### src/rtl/csvt_pkg.sv
// Shared types, constants and helpers of the CSV field tokenizer.
`timescale 1ns / 1ps
package csvt_pkg;

  localparam int unsigned HOLD_DEPTH_DEF = 32;
  // Width of the count carried in a command; covers every legal hold depth.
  localparam int unsigned CNT_FIELD_W    = 6;

  localparam logic [7:0] QUOTE_CH = 8'h22;
  localparam logic [7:0] COMMA_CH = 8'h2C;

  localparam logic [1:0] KIND_CHAR      = 2'd0;
  localparam logic [1:0] KIND_FIELD_END = 2'd1;
  localparam logic [1:0] KIND_LINE_END  = 2'd2;

  typedef struct packed {
    logic       action;
    logic [7:0] char_code;
  } in_item_t;

  typedef struct packed {
    logic [1:0] kind;
    logic [7:0] out_char;
    logic       ws_overflow;
    logic       last;
  } out_item_t;

  typedef enum logic [1:0] {
    QM_OUT,
    QM_IN,
    QM_PEND
  } qmode_t;

  typedef enum logic [1:0] {
    CMD_HOLD,
    CMD_FLUSH,
    CMD_FIELD_END,
    CMD_LINE_END
  } cmd_op_t;

  typedef struct packed {
    cmd_op_t                op;
    logic [7:0]             ch;
    logic [CNT_FIELD_W-1:0] cnt;
    logic                   ovf;
  } cmd_t;

  typedef enum logic [1:0] {
    BK_IDLE,
    BK_WS,
    BK_CHAR
  } back_state_t;

  function automatic logic is_space(input logic [7:0] c);
    return c inside {[8'd9:8'd13], 8'd32, 8'd133, 8'd160};
  endfunction

endpackage

### src/rtl/csvt_fifo.sv
// Small register-based first-in first-out queue.
`timescale 1ns / 1ps
module csvt_fifo #(
  parameter int unsigned WIDTH = 8,
  parameter int unsigned DEPTH = 2
) (
  input  logic             clk,
  input  logic             rst_n,
  input  logic             wr_en,
  input  logic [WIDTH-1:0] wr_data,
  output logic             full,
  input  logic             rd_en,
  output logic [WIDTH-1:0] rd_data,
  output logic             empty
);

  localparam int unsigned PTR_W = (DEPTH > 1) ? $clog2(DEPTH) : 1;
  localparam int unsigned CNT_W = $clog2(DEPTH + 1);

  logic [WIDTH-1:0] slots_r [DEPTH];
  logic [PTR_W-1:0] wr_ptr_r, wr_ptr_nxt;
  logic [PTR_W-1:0] rd_ptr_r, rd_ptr_nxt;
  logic [CNT_W-1:0] count_r, count_nxt;
  logic             do_wr, do_rd;

  assign full    = (count_r == CNT_W'(DEPTH));
  assign empty   = (count_r == '0);
  assign do_wr   = wr_en && !full;
  assign do_rd   = rd_en && !empty;
  assign rd_data = slots_r[rd_ptr_r];

  always_comb begin
    wr_ptr_nxt = wr_ptr_r;
    rd_ptr_nxt = rd_ptr_r;
    count_nxt  = count_r;
    if (do_wr) begin
      wr_ptr_nxt = (wr_ptr_r == PTR_W'(DEPTH - 1)) ? '0 : wr_ptr_r + 1'b1;
    end
    if (do_rd) begin
      rd_ptr_nxt = (rd_ptr_r == PTR_W'(DEPTH - 1)) ? '0 : rd_ptr_r + 1'b1;
    end
    if (do_wr && !do_rd) begin
      count_nxt = count_r + 1'b1;
    end else if (do_rd && !do_wr) begin
      count_nxt = count_r - 1'b1;
    end
  end

  always_ff @(posedge clk) begin
    if (!rst_n) begin
      wr_ptr_r <= '0;
      rd_ptr_r <= '0;
      count_r  <= '0;
    end else begin
      wr_ptr_r <= wr_ptr_nxt;
      rd_ptr_r <= rd_ptr_nxt;
      count_r  <= count_nxt;
    end
  end

  always_ff @(posedge clk) begin
    if (do_wr) begin
      slots_r[wr_ptr_r] <= wr_data;
    end
  end

endmodule

### src/rtl/csvt_front.sv
// Front end: accepts characters, tracks quoting and trimming, issues commands.
`timescale 1ns / 1ps
module csvt_front import csvt_pkg::*; #(
  parameter int unsigned HOLD_DEPTH = HOLD_DEPTH_DEF
) (
  input  logic     clk,
  input  logic     rst_n,
  input  logic     push,
  output logic     full,
  input  in_item_t in_item,
  output logic     cmd_wr,
  output cmd_t     cmd,
  input  logic     cmdq_full
);

  localparam int unsigned CNT_W = $clog2(HOLD_DEPTH + 1);

  qmode_t           qmode_r, qmode_nxt;
  logic             started_r, started_nxt;
  logic [CNT_W-1:0] held_r, held_nxt;
  logic             ovf_r, ovf_nxt;
  logic             accept;
  logic [7:0]       c;
  logic             use_ch, end_fld, outside;

  assign full   = cmdq_full;
  assign accept = push && !cmdq_full;
  assign c      = in_item.char_code;

  // Next quoting state and classification of the character.
  always_comb begin
    qmode_nxt = qmode_r;
    use_ch    = 1'b0;
    end_fld   = 1'b0;
    outside   = 1'b0;
    if (accept) begin
      if (in_item.action) begin
        qmode_nxt = QM_OUT;
      end else begin
        case (qmode_r)
          QM_IN: begin
            if (c == QUOTE_CH) qmode_nxt = QM_PEND;
            else               use_ch    = 1'b1;
          end
          QM_PEND: begin
            // doubled quote gives a literal quote, anything else closes quoting
            if (c == QUOTE_CH) begin
              qmode_nxt = QM_IN;
              use_ch    = 1'b1;
            end else begin
              outside = 1'b1;
            end
          end
          default: outside = 1'b1;
        endcase
        if (outside) begin
          qmode_nxt = QM_OUT;
          if (c == QUOTE_CH)      qmode_nxt = QM_IN;
          else if (c == COMMA_CH) end_fld   = 1'b1;
          else                    use_ch    = 1'b1;
        end
      end
    end
  end

  // Trimming counters and the command for the back end.
  always_comb begin
    started_nxt = started_r;
    held_nxt    = held_r;
    ovf_nxt     = ovf_r;
    cmd_wr      = 1'b0;
    cmd         = '{op: CMD_HOLD, ch: c, cnt: CNT_FIELD_W'(held_r), ovf: ovf_r};
    if (accept && (in_item.action || end_fld)) begin
      cmd_wr      = 1'b1;
      cmd.op      = in_item.action ? CMD_LINE_END : CMD_FIELD_END;
      held_nxt    = '0;
      ovf_nxt     = 1'b0;
      started_nxt = 1'b0;
    end else if (use_ch) begin
      if (is_space(c)) begin
        if (started_r) begin
          if (held_r < CNT_W'(HOLD_DEPTH)) begin
            cmd_wr   = 1'b1;
            cmd.op   = CMD_HOLD;
            held_nxt = held_r + 1'b1;
          end else begin
            ovf_nxt = 1'b1;
          end
        end
      end else begin
        cmd_wr      = 1'b1;
        cmd.op      = CMD_FLUSH;
        held_nxt    = '0;
        ovf_nxt     = 1'b0;
        started_nxt = 1'b1;
      end
    end
  end

  always_ff @(posedge clk) begin
    if (!rst_n) begin
      qmode_r   <= QM_OUT;
      started_r <= 1'b0;
      held_r    <= '0;
      ovf_r     <= 1'b0;
    end else begin
      qmode_r   <= qmode_nxt;
      started_r <= started_nxt;
      held_r    <= held_nxt;
      ovf_r     <= ovf_nxt;
    end
  end

endmodule

### src/rtl/csvt_back.sv
// Back end: stores held whitespace and turns commands into result items.
`timescale 1ns / 1ps
module csvt_back import csvt_pkg::*; #(
  parameter int unsigned HOLD_DEPTH = HOLD_DEPTH_DEF
) (
  input  logic      clk,
  input  logic      rst_n,
  input  logic      cmdq_empty,
  input  cmd_t      cmd,
  output logic      cmd_rd,
  input  logic      outq_full,
  output logic      res_wr,
  output out_item_t res
);

  localparam int unsigned IDX_W = (HOLD_DEPTH > 1) ? $clog2(HOLD_DEPTH) : 1;

  logic [7:0]       hold_mem [HOLD_DEPTH];
  back_state_t      state_r, state_nxt;
  logic [IDX_W-1:0] idx_r, idx_nxt, rd_addr, ws_last_r;
  logic [7:0]       ch_r, rd_data_r;
  logic             ovf_r;
  logic             mem_we, flush_take;

  // Next state.
  always_comb begin
    state_nxt = state_r;
    case (state_r)
      BK_IDLE: begin
        if (!cmdq_empty && cmd.op == CMD_FLUSH) begin
          state_nxt = (cmd.cnt == '0) ? BK_CHAR : BK_WS;
        end
      end
      BK_WS: begin
        if (!outq_full && idx_r == ws_last_r) state_nxt = BK_CHAR;
      end
      BK_CHAR: begin
        if (!outq_full) state_nxt = BK_IDLE;
      end
      default: state_nxt = BK_IDLE;
    endcase
  end

  // Outputs, read address and index advance.
  always_comb begin
    cmd_rd     = 1'b0;
    res_wr     = 1'b0;
    res        = '{kind: KIND_CHAR, out_char: 8'd0, ws_overflow: 1'b0, last: 1'b0};
    mem_we     = 1'b0;
    flush_take = 1'b0;
    rd_addr    = idx_r;
    idx_nxt    = idx_r;
    case (state_r)
      BK_IDLE: begin
        rd_addr = '0;
        idx_nxt = '0;
        if (!cmdq_empty) begin
          case (cmd.op)
            CMD_HOLD: begin
              cmd_rd = 1'b1;
              mem_we = 1'b1;
            end
            CMD_FLUSH: begin
              cmd_rd     = 1'b1;
              flush_take = 1'b1;
            end
            CMD_FIELD_END, CMD_LINE_END: begin
              res.kind = (cmd.op == CMD_LINE_END) ? KIND_LINE_END : KIND_FIELD_END;
              res.last = 1'b1;
              if (!outq_full) begin
                cmd_rd = 1'b1;
                res_wr = 1'b1;
              end
            end
            default: cmd_rd = 1'b1;
          endcase
        end
      end
      BK_WS: begin
        res.out_char    = rd_data_r;
        res.ws_overflow = ovf_r;
        if (!outq_full) begin
          res_wr = 1'b1;
          if (idx_r != ws_last_r) begin
            idx_nxt = idx_r + 1'b1;
            rd_addr = idx_r + 1'b1;
          end
        end
      end
      BK_CHAR: begin
        res.out_char    = ch_r;
        res.ws_overflow = ovf_r;
        res.last        = 1'b1;
        res_wr          = !outq_full;
      end
      default: ;
    endcase
  end

  always_ff @(posedge clk) begin
    if (!rst_n) begin
      state_r <= BK_IDLE;
      idx_r   <= '0;
    end else begin
      state_r <= state_nxt;
      idx_r   <= idx_nxt;
    end
  end

  always_ff @(posedge clk) begin
    if (flush_take) begin
      ch_r      <= cmd.ch;
      ovf_r     <= cmd.ovf;
      ws_last_r <= IDX_W'(cmd.cnt - 1'b1);
    end
  end

  always_ff @(posedge clk) begin
    if (mem_we) begin
      hold_mem[IDX_W'(cmd.cnt)] <= cmd.ch;
    end
    rd_data_r <= hold_mem[rd_addr];
  end

endmodule

### src/rtl/csv_field_tokenizer.sv
// Top level of the CSV field tokenizer: front end, command queue, back end, result queue.
`timescale 1ns / 1ps
// Splits one CSV line, pushed one Latin-1 character per transaction and closed
// by an end-of-line transaction, into trimmed fields. Unquoted commas end a
// field; double quotes open and close quoting and a doubled quote inside
// quotes gives a literal quote. Leading and trailing whitespace of each field
// is dropped; inner whitespace is held (up to HOLD_DEPTH characters) and
// released only when more content follows, with ws_overflow set on that flush
// if any had to be dropped. Results are popped as character items, field ends
// and a final field-with-line end; last marks the final result of each input
// transaction. Throughput: the front end takes one transaction per cycle while
// its four-entry command queue has room. The back end stores a held whitespace
// character or turns a field end into a result; a flush emits the released
// held whitespace, read in turn from the hold memory, then the character, and
// takes no new command meanwhile; long flushes fill the queue and raise full.
module csv_field_tokenizer import csvt_pkg::*; #(
  parameter int unsigned HOLD_DEPTH = HOLD_DEPTH_DEF
) (
  input  logic      clk,
  input  logic      rst_n,
  input  logic      push,
  output logic      full,
  input  in_item_t  in_item,
  output logic      empty,
  input  logic      pop,
  output out_item_t out_item
);

  localparam int unsigned CMDQ_DEPTH = 4;
  localparam int unsigned OUTQ_DEPTH = 2;

  logic      front_cmd_wr, cmdq_full, cmdq_empty, back_cmd_rd;
  cmd_t      front_cmd;
  logic [$bits(cmd_t)-1:0] cmdq_rd_data;
  logic      back_res_wr, outq_full;
  out_item_t back_res;
  logic [$bits(out_item_t)-1:0] outq_rd_data;

  // Classify each transaction and keep quoting and trimming state.
  csvt_front #(
    .HOLD_DEPTH (HOLD_DEPTH)
  ) u_front (
    .clk       (clk),
    .rst_n     (rst_n),
    .push      (push),
    .full      (full),
    .in_item   (in_item),
    .cmd_wr    (front_cmd_wr),
    .cmd       (front_cmd),
    .cmdq_full (cmdq_full)
  );

  // Decouple the front end from flushes in progress at the back.
  csvt_fifo #(
    .WIDTH ($bits(cmd_t)),
    .DEPTH (CMDQ_DEPTH)
  ) u_cmdq (
    .clk     (clk),
    .rst_n   (rst_n),
    .wr_en   (front_cmd_wr),
    .wr_data (front_cmd),
    .full    (cmdq_full),
    .rd_en   (back_cmd_rd),
    .rd_data (cmdq_rd_data),
    .empty   (cmdq_empty)
  );

  // Hold whitespace and drive result items one per cycle while the result queue has room.
  csvt_back #(
    .HOLD_DEPTH (HOLD_DEPTH)
  ) u_back (
    .clk        (clk),
    .rst_n      (rst_n),
    .cmdq_empty (cmdq_empty),
    .cmd        (cmd_t'(cmdq_rd_data)),
    .cmd_rd     (back_cmd_rd),
    .outq_full  (outq_full),
    .res_wr     (back_res_wr),
    .res        (back_res)
  );

  // Registered result queue: let the back end advance while a result waits.
  csvt_fifo #(
    .WIDTH ($bits(out_item_t)),
    .DEPTH (OUTQ_DEPTH)
  ) u_outq (
    .clk     (clk),
    .rst_n   (rst_n),
    .wr_en   (back_res_wr),
    .wr_data (back_res),
    .full    (outq_full),
    .rd_en   (pop),
    .rd_data (outq_rd_data),
    .empty   (empty)
  );

  assign out_item = out_item_t'(outq_rd_data);

endmodule

### config.mk
export PLATFORM = sky130hd
export DESIGN_NAME = csv_field_tokenizer
export DESIGN_NICKNAME = d
export VERILOG_FILES = /design/src/rtl/csvt_pkg.sv /design/src/rtl/csvt_fifo.sv /design/src/rtl/csvt_front.sv /design/src/rtl/csvt_back.sv /design/src/rtl/csv_field_tokenizer.sv
export SDC_FILE = /design/constraint.sdc
export NUM_CORES = 1
export LEC_CHECK = 0
export BUFFER_PORTS_ARGS = -buffer_cell sky130_fd_sc_hd__buf_2
export CAP_MARGIN = 40
export CELL_PAD_IN_SITES_DETAIL_PLACEMENT = 1
export CELL_PAD_IN_SITES_GLOBAL_PLACEMENT = 2
export CORE_UTILIZATION = 43
export DETAILED_ROUTE_END_ITERATION = 12
export GPL_TIMING_DRIVEN = 0
export PLACE_DENSITY_LB_ADDON = 0.1
export SYNTH_ARGS = -nofsm -noshare
export SYNTH_HDL_FRONTEND = slang
export SYNTH_SLANG_ARGS = --single-unit
### constraint.sdc
create_clock -name clk -period 3.04 [get_ports clk]
set_clock_uncertainty 0.15 [all_clocks]
set_input_delay 0.152 -clock clk [delete_from_list [all_inputs] [get_ports clk]]
set_output_delay 0.152 -clock clk [all_outputs]
set_load 0.05 [all_outputs]
---- After elaboration in Yosys (flattened, before gate mapping) ----
Memories as Yosys holds them, arrays and structs flattened. A register that Yosys moved wholly into a read port is not among the register bits.
Cells that the tools add are included.
storage, ports and cells
  bits in registers ....................... 42
  bits in writable memories ............... 348
  input bits .............................. 13
  word-level logic and storage cells ...... 183
  memories kept ........................... 3
memory list
  memory           depth  width  read ports  clocked after memory_dff  wr ports  line             RTL
  u_back.hold_mem  32     8      1           1                         1         csvt_back.sv:18  logic [7:0] hold_mem [HOLD_DEPTH];
  u_cmdq.slots_r   4      17     1           1                         1         csvt_fifo.sv:20  logic [WIDTH-1:0] slots_r [DEPTH];
  u_outq.slots_r   2      12     1           1                         1         csvt_fifo.sv:20
cells by class
  $add $sub $neg .......................... 11
  magnitude comparators ................... 3
  equality and inequality tests ........... 26
  mux-type cells .......................... 84
  bitwise gates (word level) .............. 2
  reductions and logical operators ........ 39
operator list
  kind                   count
  $mux W1                48
  $mux W2                20
  $eq A8 B6 Y1 const B   3
  $mux W6                3
  $pmux W9 S2            1
  $eq A8 B8 Y1 const B   2
  $eq A2 B2 Y1 const B   7
  $logic_and A1 B1 Y1    13
  $mux W5                2
  $pmux W5 S2            1
  $reduce_and A3 Y1      3
  $ge A8 B4 Y1 const B   1
  $le A8 B4 Y1 const B   1
  $logic_not A1 Y1       8
  $ne A4 B2 Y1 const B   2
  $pmux W1 S2            4
  $reduce_bool A4 Y1     2
  $add A2 B1 Y2 const B  3
  $add A6 B1 Y6 const B  1
  $eq A2 B1 Y1 const B   3
  $logic_not A2 Y1       3
  $logic_not A6 Y1       1
  $lt A6 B6 Y1 const B   1
  $mux W3                2
  21 further kinds       30

---- Depth between registers and ports, before layout ----
  word-level depth ........................ 16
  mapped depth ............................ 13
  mapped depth without buffers ............ 13

---- Cells and area by module ----
Synthesis repeated with hierarchy kept, for this count alone.
unflattened totals
  cells, all modules ...................... 1,154
  area total of the unflattened synthesis .. 16,668.5 um^2
by module, submodules not included
  module              instances  cells an instance  area each (um^2)  sequential area each (um^2)
  csvt_back           1          852                11,792.6          8,408.1
  csvt_fifo (u_cmdq)  1          140                2,972.9           2,222.1
  csvt_fifo (u_outq)  1          62                 1,094.8           820.8
  csvt_front          1          100                808.3             200.2

---- Least setup slack after synthesis ----
No wires, ideal clock.
  kind .................................... register -> register
  from .................................... register u_cmdq.count_r[0]
  to ...................................... register u_cmdq.count_r[2]
  setup time .............................. 0.071 ns
  arrival time ............................ 3.407 ns
  data required time ...................... 2.819 ns
  slack ................................... -0.588 ns
  cell stages (with the launch flop) ...... 13
  buffers on the path ..................... 0
  cells stage by stage .................... dfxtp_1 nor3b_1 nor2b_1 o211ai_1 a21oi_1 nor2_1 inv_1 ha_1 inv_1 fa_1 xor2_1 or3_1 a21oi_1
on the way
  longest elaborated chain between the ends .. 11
  elaborated cells on any way between the ends .. 24
ends and longest elaborated chain
  element                              line                               RTL
  start: declaration                   csvt_fifo.sv:23                    logic [CNT_W-1:0] count_r, count_nxt;
  start signal: assignment             csvt_fifo.sv:57                    count_r <= count_nxt;
  $eq A3 B3 Y1 (*)                     csvt_fifo.sv:26                    assign full = (count_r == CNT_W'(DEPTH));
  via full                             csv_field_tokenizer.sv:22          output logic full,
  $logic_not A1 Y1 (*)                 csvt_fifo.sv:28, csvt_front.sv:27
  $logic_and A1 B1 Y1                  csvt_front.sv:27                   assign accept = push && !cmdq_full;
  $mux W1                              csvt_front.sv:36                   if (accept) begin
  $logic_or A1 B1 Y1                   csvt_front.sv:73                   if (accept && (in_item.action || end_fld)) begin
  $logic_and A1 B1 Y1                  csvt_front.sv:73
  $mux W1                              csvt_front.sv:73
  $logic_and A1 B1 Y1 (*)              csvt_fifo.sv:28                    assign do_wr = wr_en && !full;
  via u_cmdq.do_wr                     csvt_fifo.sv:24                    logic do_wr, do_rd;
  $logic_not A1 Y1                     csvt_fifo.sv:44                    end else if (do_rd && !do_wr) begin
  $logic_and A1 B1 Y1                  csvt_fifo.sv:44
  $reduce_bool A2 Y1 (no source line)  -
The timed path passes the listed nets; every way through them passes the cells marked *. The select of a mux whose other input is x is not followed.
A chain may end at the register's enable or synchronous reset.

==> impl_metrics.json <==
{
  "grt-ovfl-total": 0,
  "async_reset_ff_share_pct": 0,
  "drv_cap": 0,
  "grt_use_total_pct": 22.9,
  "initial_core_util_pct": 43.9,
  "n_antenna_cell": 0,
  "dpl_cell_area_sq_um": 17000,
  "syn_area_sq_um": 16100,
  "rows": 70,
  "timing.final.max_slew_violations": 0,
  "synth_cells": 1131,
  "required_ns": 3.14,
  "clock_path_buffers": 3,
  "detail-route-antenna-nets": 0,
  "ir_worst_vdd_mv": 0.572,
  "synth_edf_count": 362,
  "rsz0062_at_grt": "true",
  "dieArea_sq_um": 38300,
  "wl_per_cell_um": 24.4,
  "stdcell_count": 1756,
  "status": "completed",
  "clock_sinks": 401,
  "drive_above_1_share_pct": 24.1,
  "clk_latency_ns": 0.55,
  "synth.area.top_cells": "edfxtp_1 (67%), nand2_1 (5.0%), dfxtp_1 (4.8%)",
  "holdWs_ns": 0.0541,
  "synth-seq-cells": 401,
  "yosys-top-cells-count": "edfxtp_1 (362), nand2_1 (215), nor2_1 (73), mux2i_1 (47), nand3_1 (47)",
  "synth_top_area_share_pct": 67.3,
  "via_per_inst": 5.60,
  "syn-mean-instance-area_sq_um": 14.3,
  "synth.distinct_cells": 59,
  "synth_area_leader_cell": "edfxtp_1",
  "port-buffer-count": 26,
  "dr.pass1.iters": 5,
  "cp_data_arrival_time_ns": 3.08,
  "endpoint_kind": "flip-flop",
  "yosysMostFrequentCell": "edfxtp_1",
  "dpl.cell_count": 1638,
  "dp_hpwl_um": 27800,
  "drcViolationCount": 0,
  "numCtsBuffers": 44,
  "finish.instance_area_sq_um": 19600,
  "antenna_found_initial": 1,
  "h-tree-depth": 2,
  "worstPathMaxFanout": 8,
  "final.min_clock_period_ns": 2.98,
  "syn-num-nets": 1163,
  "io_pins": 27,
  "path_clk_slew_ns": 0.06,
  "dr_total_vias": 9825,
  "max_freq_ghz": 0.336,
  "grt_pass1_wl_um": 64100,
  "worst_pin_slew_ns": 0.951,
  "die_h_um": 196,
  "maxSlewHeadroom_pct": 36.6,
  "yosysSeqAreaShare_pct": 72.2,
  "setup_violations": 0,
  "die_w_um": 196,
  "grt_pass1_vias": 10229,
  "cts-root-buf": "clkbuf_16",
  "ys.flop_type": "edfxtp_1",
  "areaGrowthSynthToFinish_pct": 21.6,
  "wl_um": 42800,
  "power_leakage_nw": 6.56,
  "nNetsFinal": 1288,
  "grt_max_degree": 34,
  "finalHoldViolCount": 0,
  "drt_iter0_drc": 646,
  "ys_warn_count": 0,
  "pwr_density_cell_nw_per_um2": 868,
  "criticalPathCategory": "reg2reg",
  "cts_tree": "built",
  "gp_congestion": 0.798,
  "core_area_sq_um": 36800,
  "hp-class": "in2reg",
  "fin_crit_sh_pct": 98.0,
  "startpoint_type": "flip-flop"
}
## per-layer routing
metal | share of wire, % | up-vias | GRT usage, %
met5 | 0 | - | 0
met4 | 2.7 | 0 | 6.97
met3 | 4.5 | 74 | 3.27
met2 | 49 | 206 | 38.5
met1 | 43 | 5047 | 30.9
li1 | - | 4498 | -
## cell type report
type                            count  area [sq um]
Timing Repair Buffer               85           683
Inverter                           17          63.8
Clock inverter                     20           171
Fill cell                        3572         17100
Multi-Input combinational cell    669          4930
Sequential cell                   401         11700
Buffer                             38           335
Tap cell                          468           586
Clock buffer                       58          1200
## where the power goes
group          total, mW  internal [mW]  switching (mW)
combinational       4.58           1.40            3.18
sequential          7.33           7.14           0.185
clock               5.14           3.03            2.11
total               17.0           11.6            5.47
## worst paths after layout
path         slack, ns                           start  cells past startpoint                         endpoint
max               0.06                       flip-flop                      6  u_back.hold_mem[2][3]$_DFFE_PP_
min reg2reg       0.33  u_front.started_r$_SDFFE_PP0P_                      2   u_front.started_r$_SDFFE_PP0P_
min               0.05                      in_item[4]                      6   u_front.held_r[0]$_SDFFE_PP0P_
max reg2reg       0.06                       flip-flop                      6  u_back.hold_mem[2][3]$_DFFE_PP_
## state kept, by name (all words and copies together) (netlist names), 3 cells and up, named ones only
signal / flops
u_back.hold_mem: 256
u_cmdq.slots_r: 68
u_outq.slots_r: 24
u_back.ch_r: 8
u_back.rd_data_r: 8
u_front.held_r: 6
u_back.idx_r: 5
u_back.ws_last_r: 5
u_cmdq.count_r: 3
## logic make-up after synthesis
logic type | count (synthesis) | share of synthesized area [%]
AO/OA/AOI/OAI | 107 | 4.86
XOR/XNOR | 19 | 1.03
adder cells (fa/ha/maj) | 19 | 1.52
buffers and inverters | 61 | 1.68
flip-flops | 401 | 72.2
multiplexers | 79 | 6.36
AND/OR/NAND/NOR | 445 | 12.4
## cells in the final DEF (no fill, tap or decap), types with 19 or more instances in the layout
master,count
nand2_1,206
nor2_1,37
edfxtp_1,362
mux2i_1,41
buf_4,42
nand4_1,24
dfxtp_1,34
nand3_1,47
a21oi_1,19
clkbuf_16,45
nor2_4,24
buf_2,29
nor3_1,21
## per-stage QoR
stage / setup TNS (ns) / setup WS (ns) / utilization, % / total power, mW
4_1_cts: -0.144 / -0.0185 / 52.6 / 17.0
2_1_floorplan: 0 / 0.198 / - / 9.96
5_1_grt: -2.54 / -0.0663 / 53.4 / 17.7
3_3_place_gp: -199.43 / -0.819 / 45.9 / 11.3
3_5_place_dp: -136.57 / -0.764 / 46.3 / 11.4
6_report: 0 / 0.0599 / 53.4 / 17.0
## critical path, cell delays in order (launching register included)
cell	delay (ns)
dfxtp_1	0.31
clkbuf_4	0.24
mux4_2	0.60
nor3_4	0.42
nand2_2	0.36
nor2_2	0.38
buf_4	0.23
## timing repair
item                                   in CTS  in global routing
endpoints found under the hold margin      44                  0
gates resized for setup                   168                 51
hold buffers                               13                  0
pin swaps                                  17                 17
setup endpoints to repair                 286                108
buffers inserted                           20                 13
Note: power is estimated with default switching activity, not from simulation.
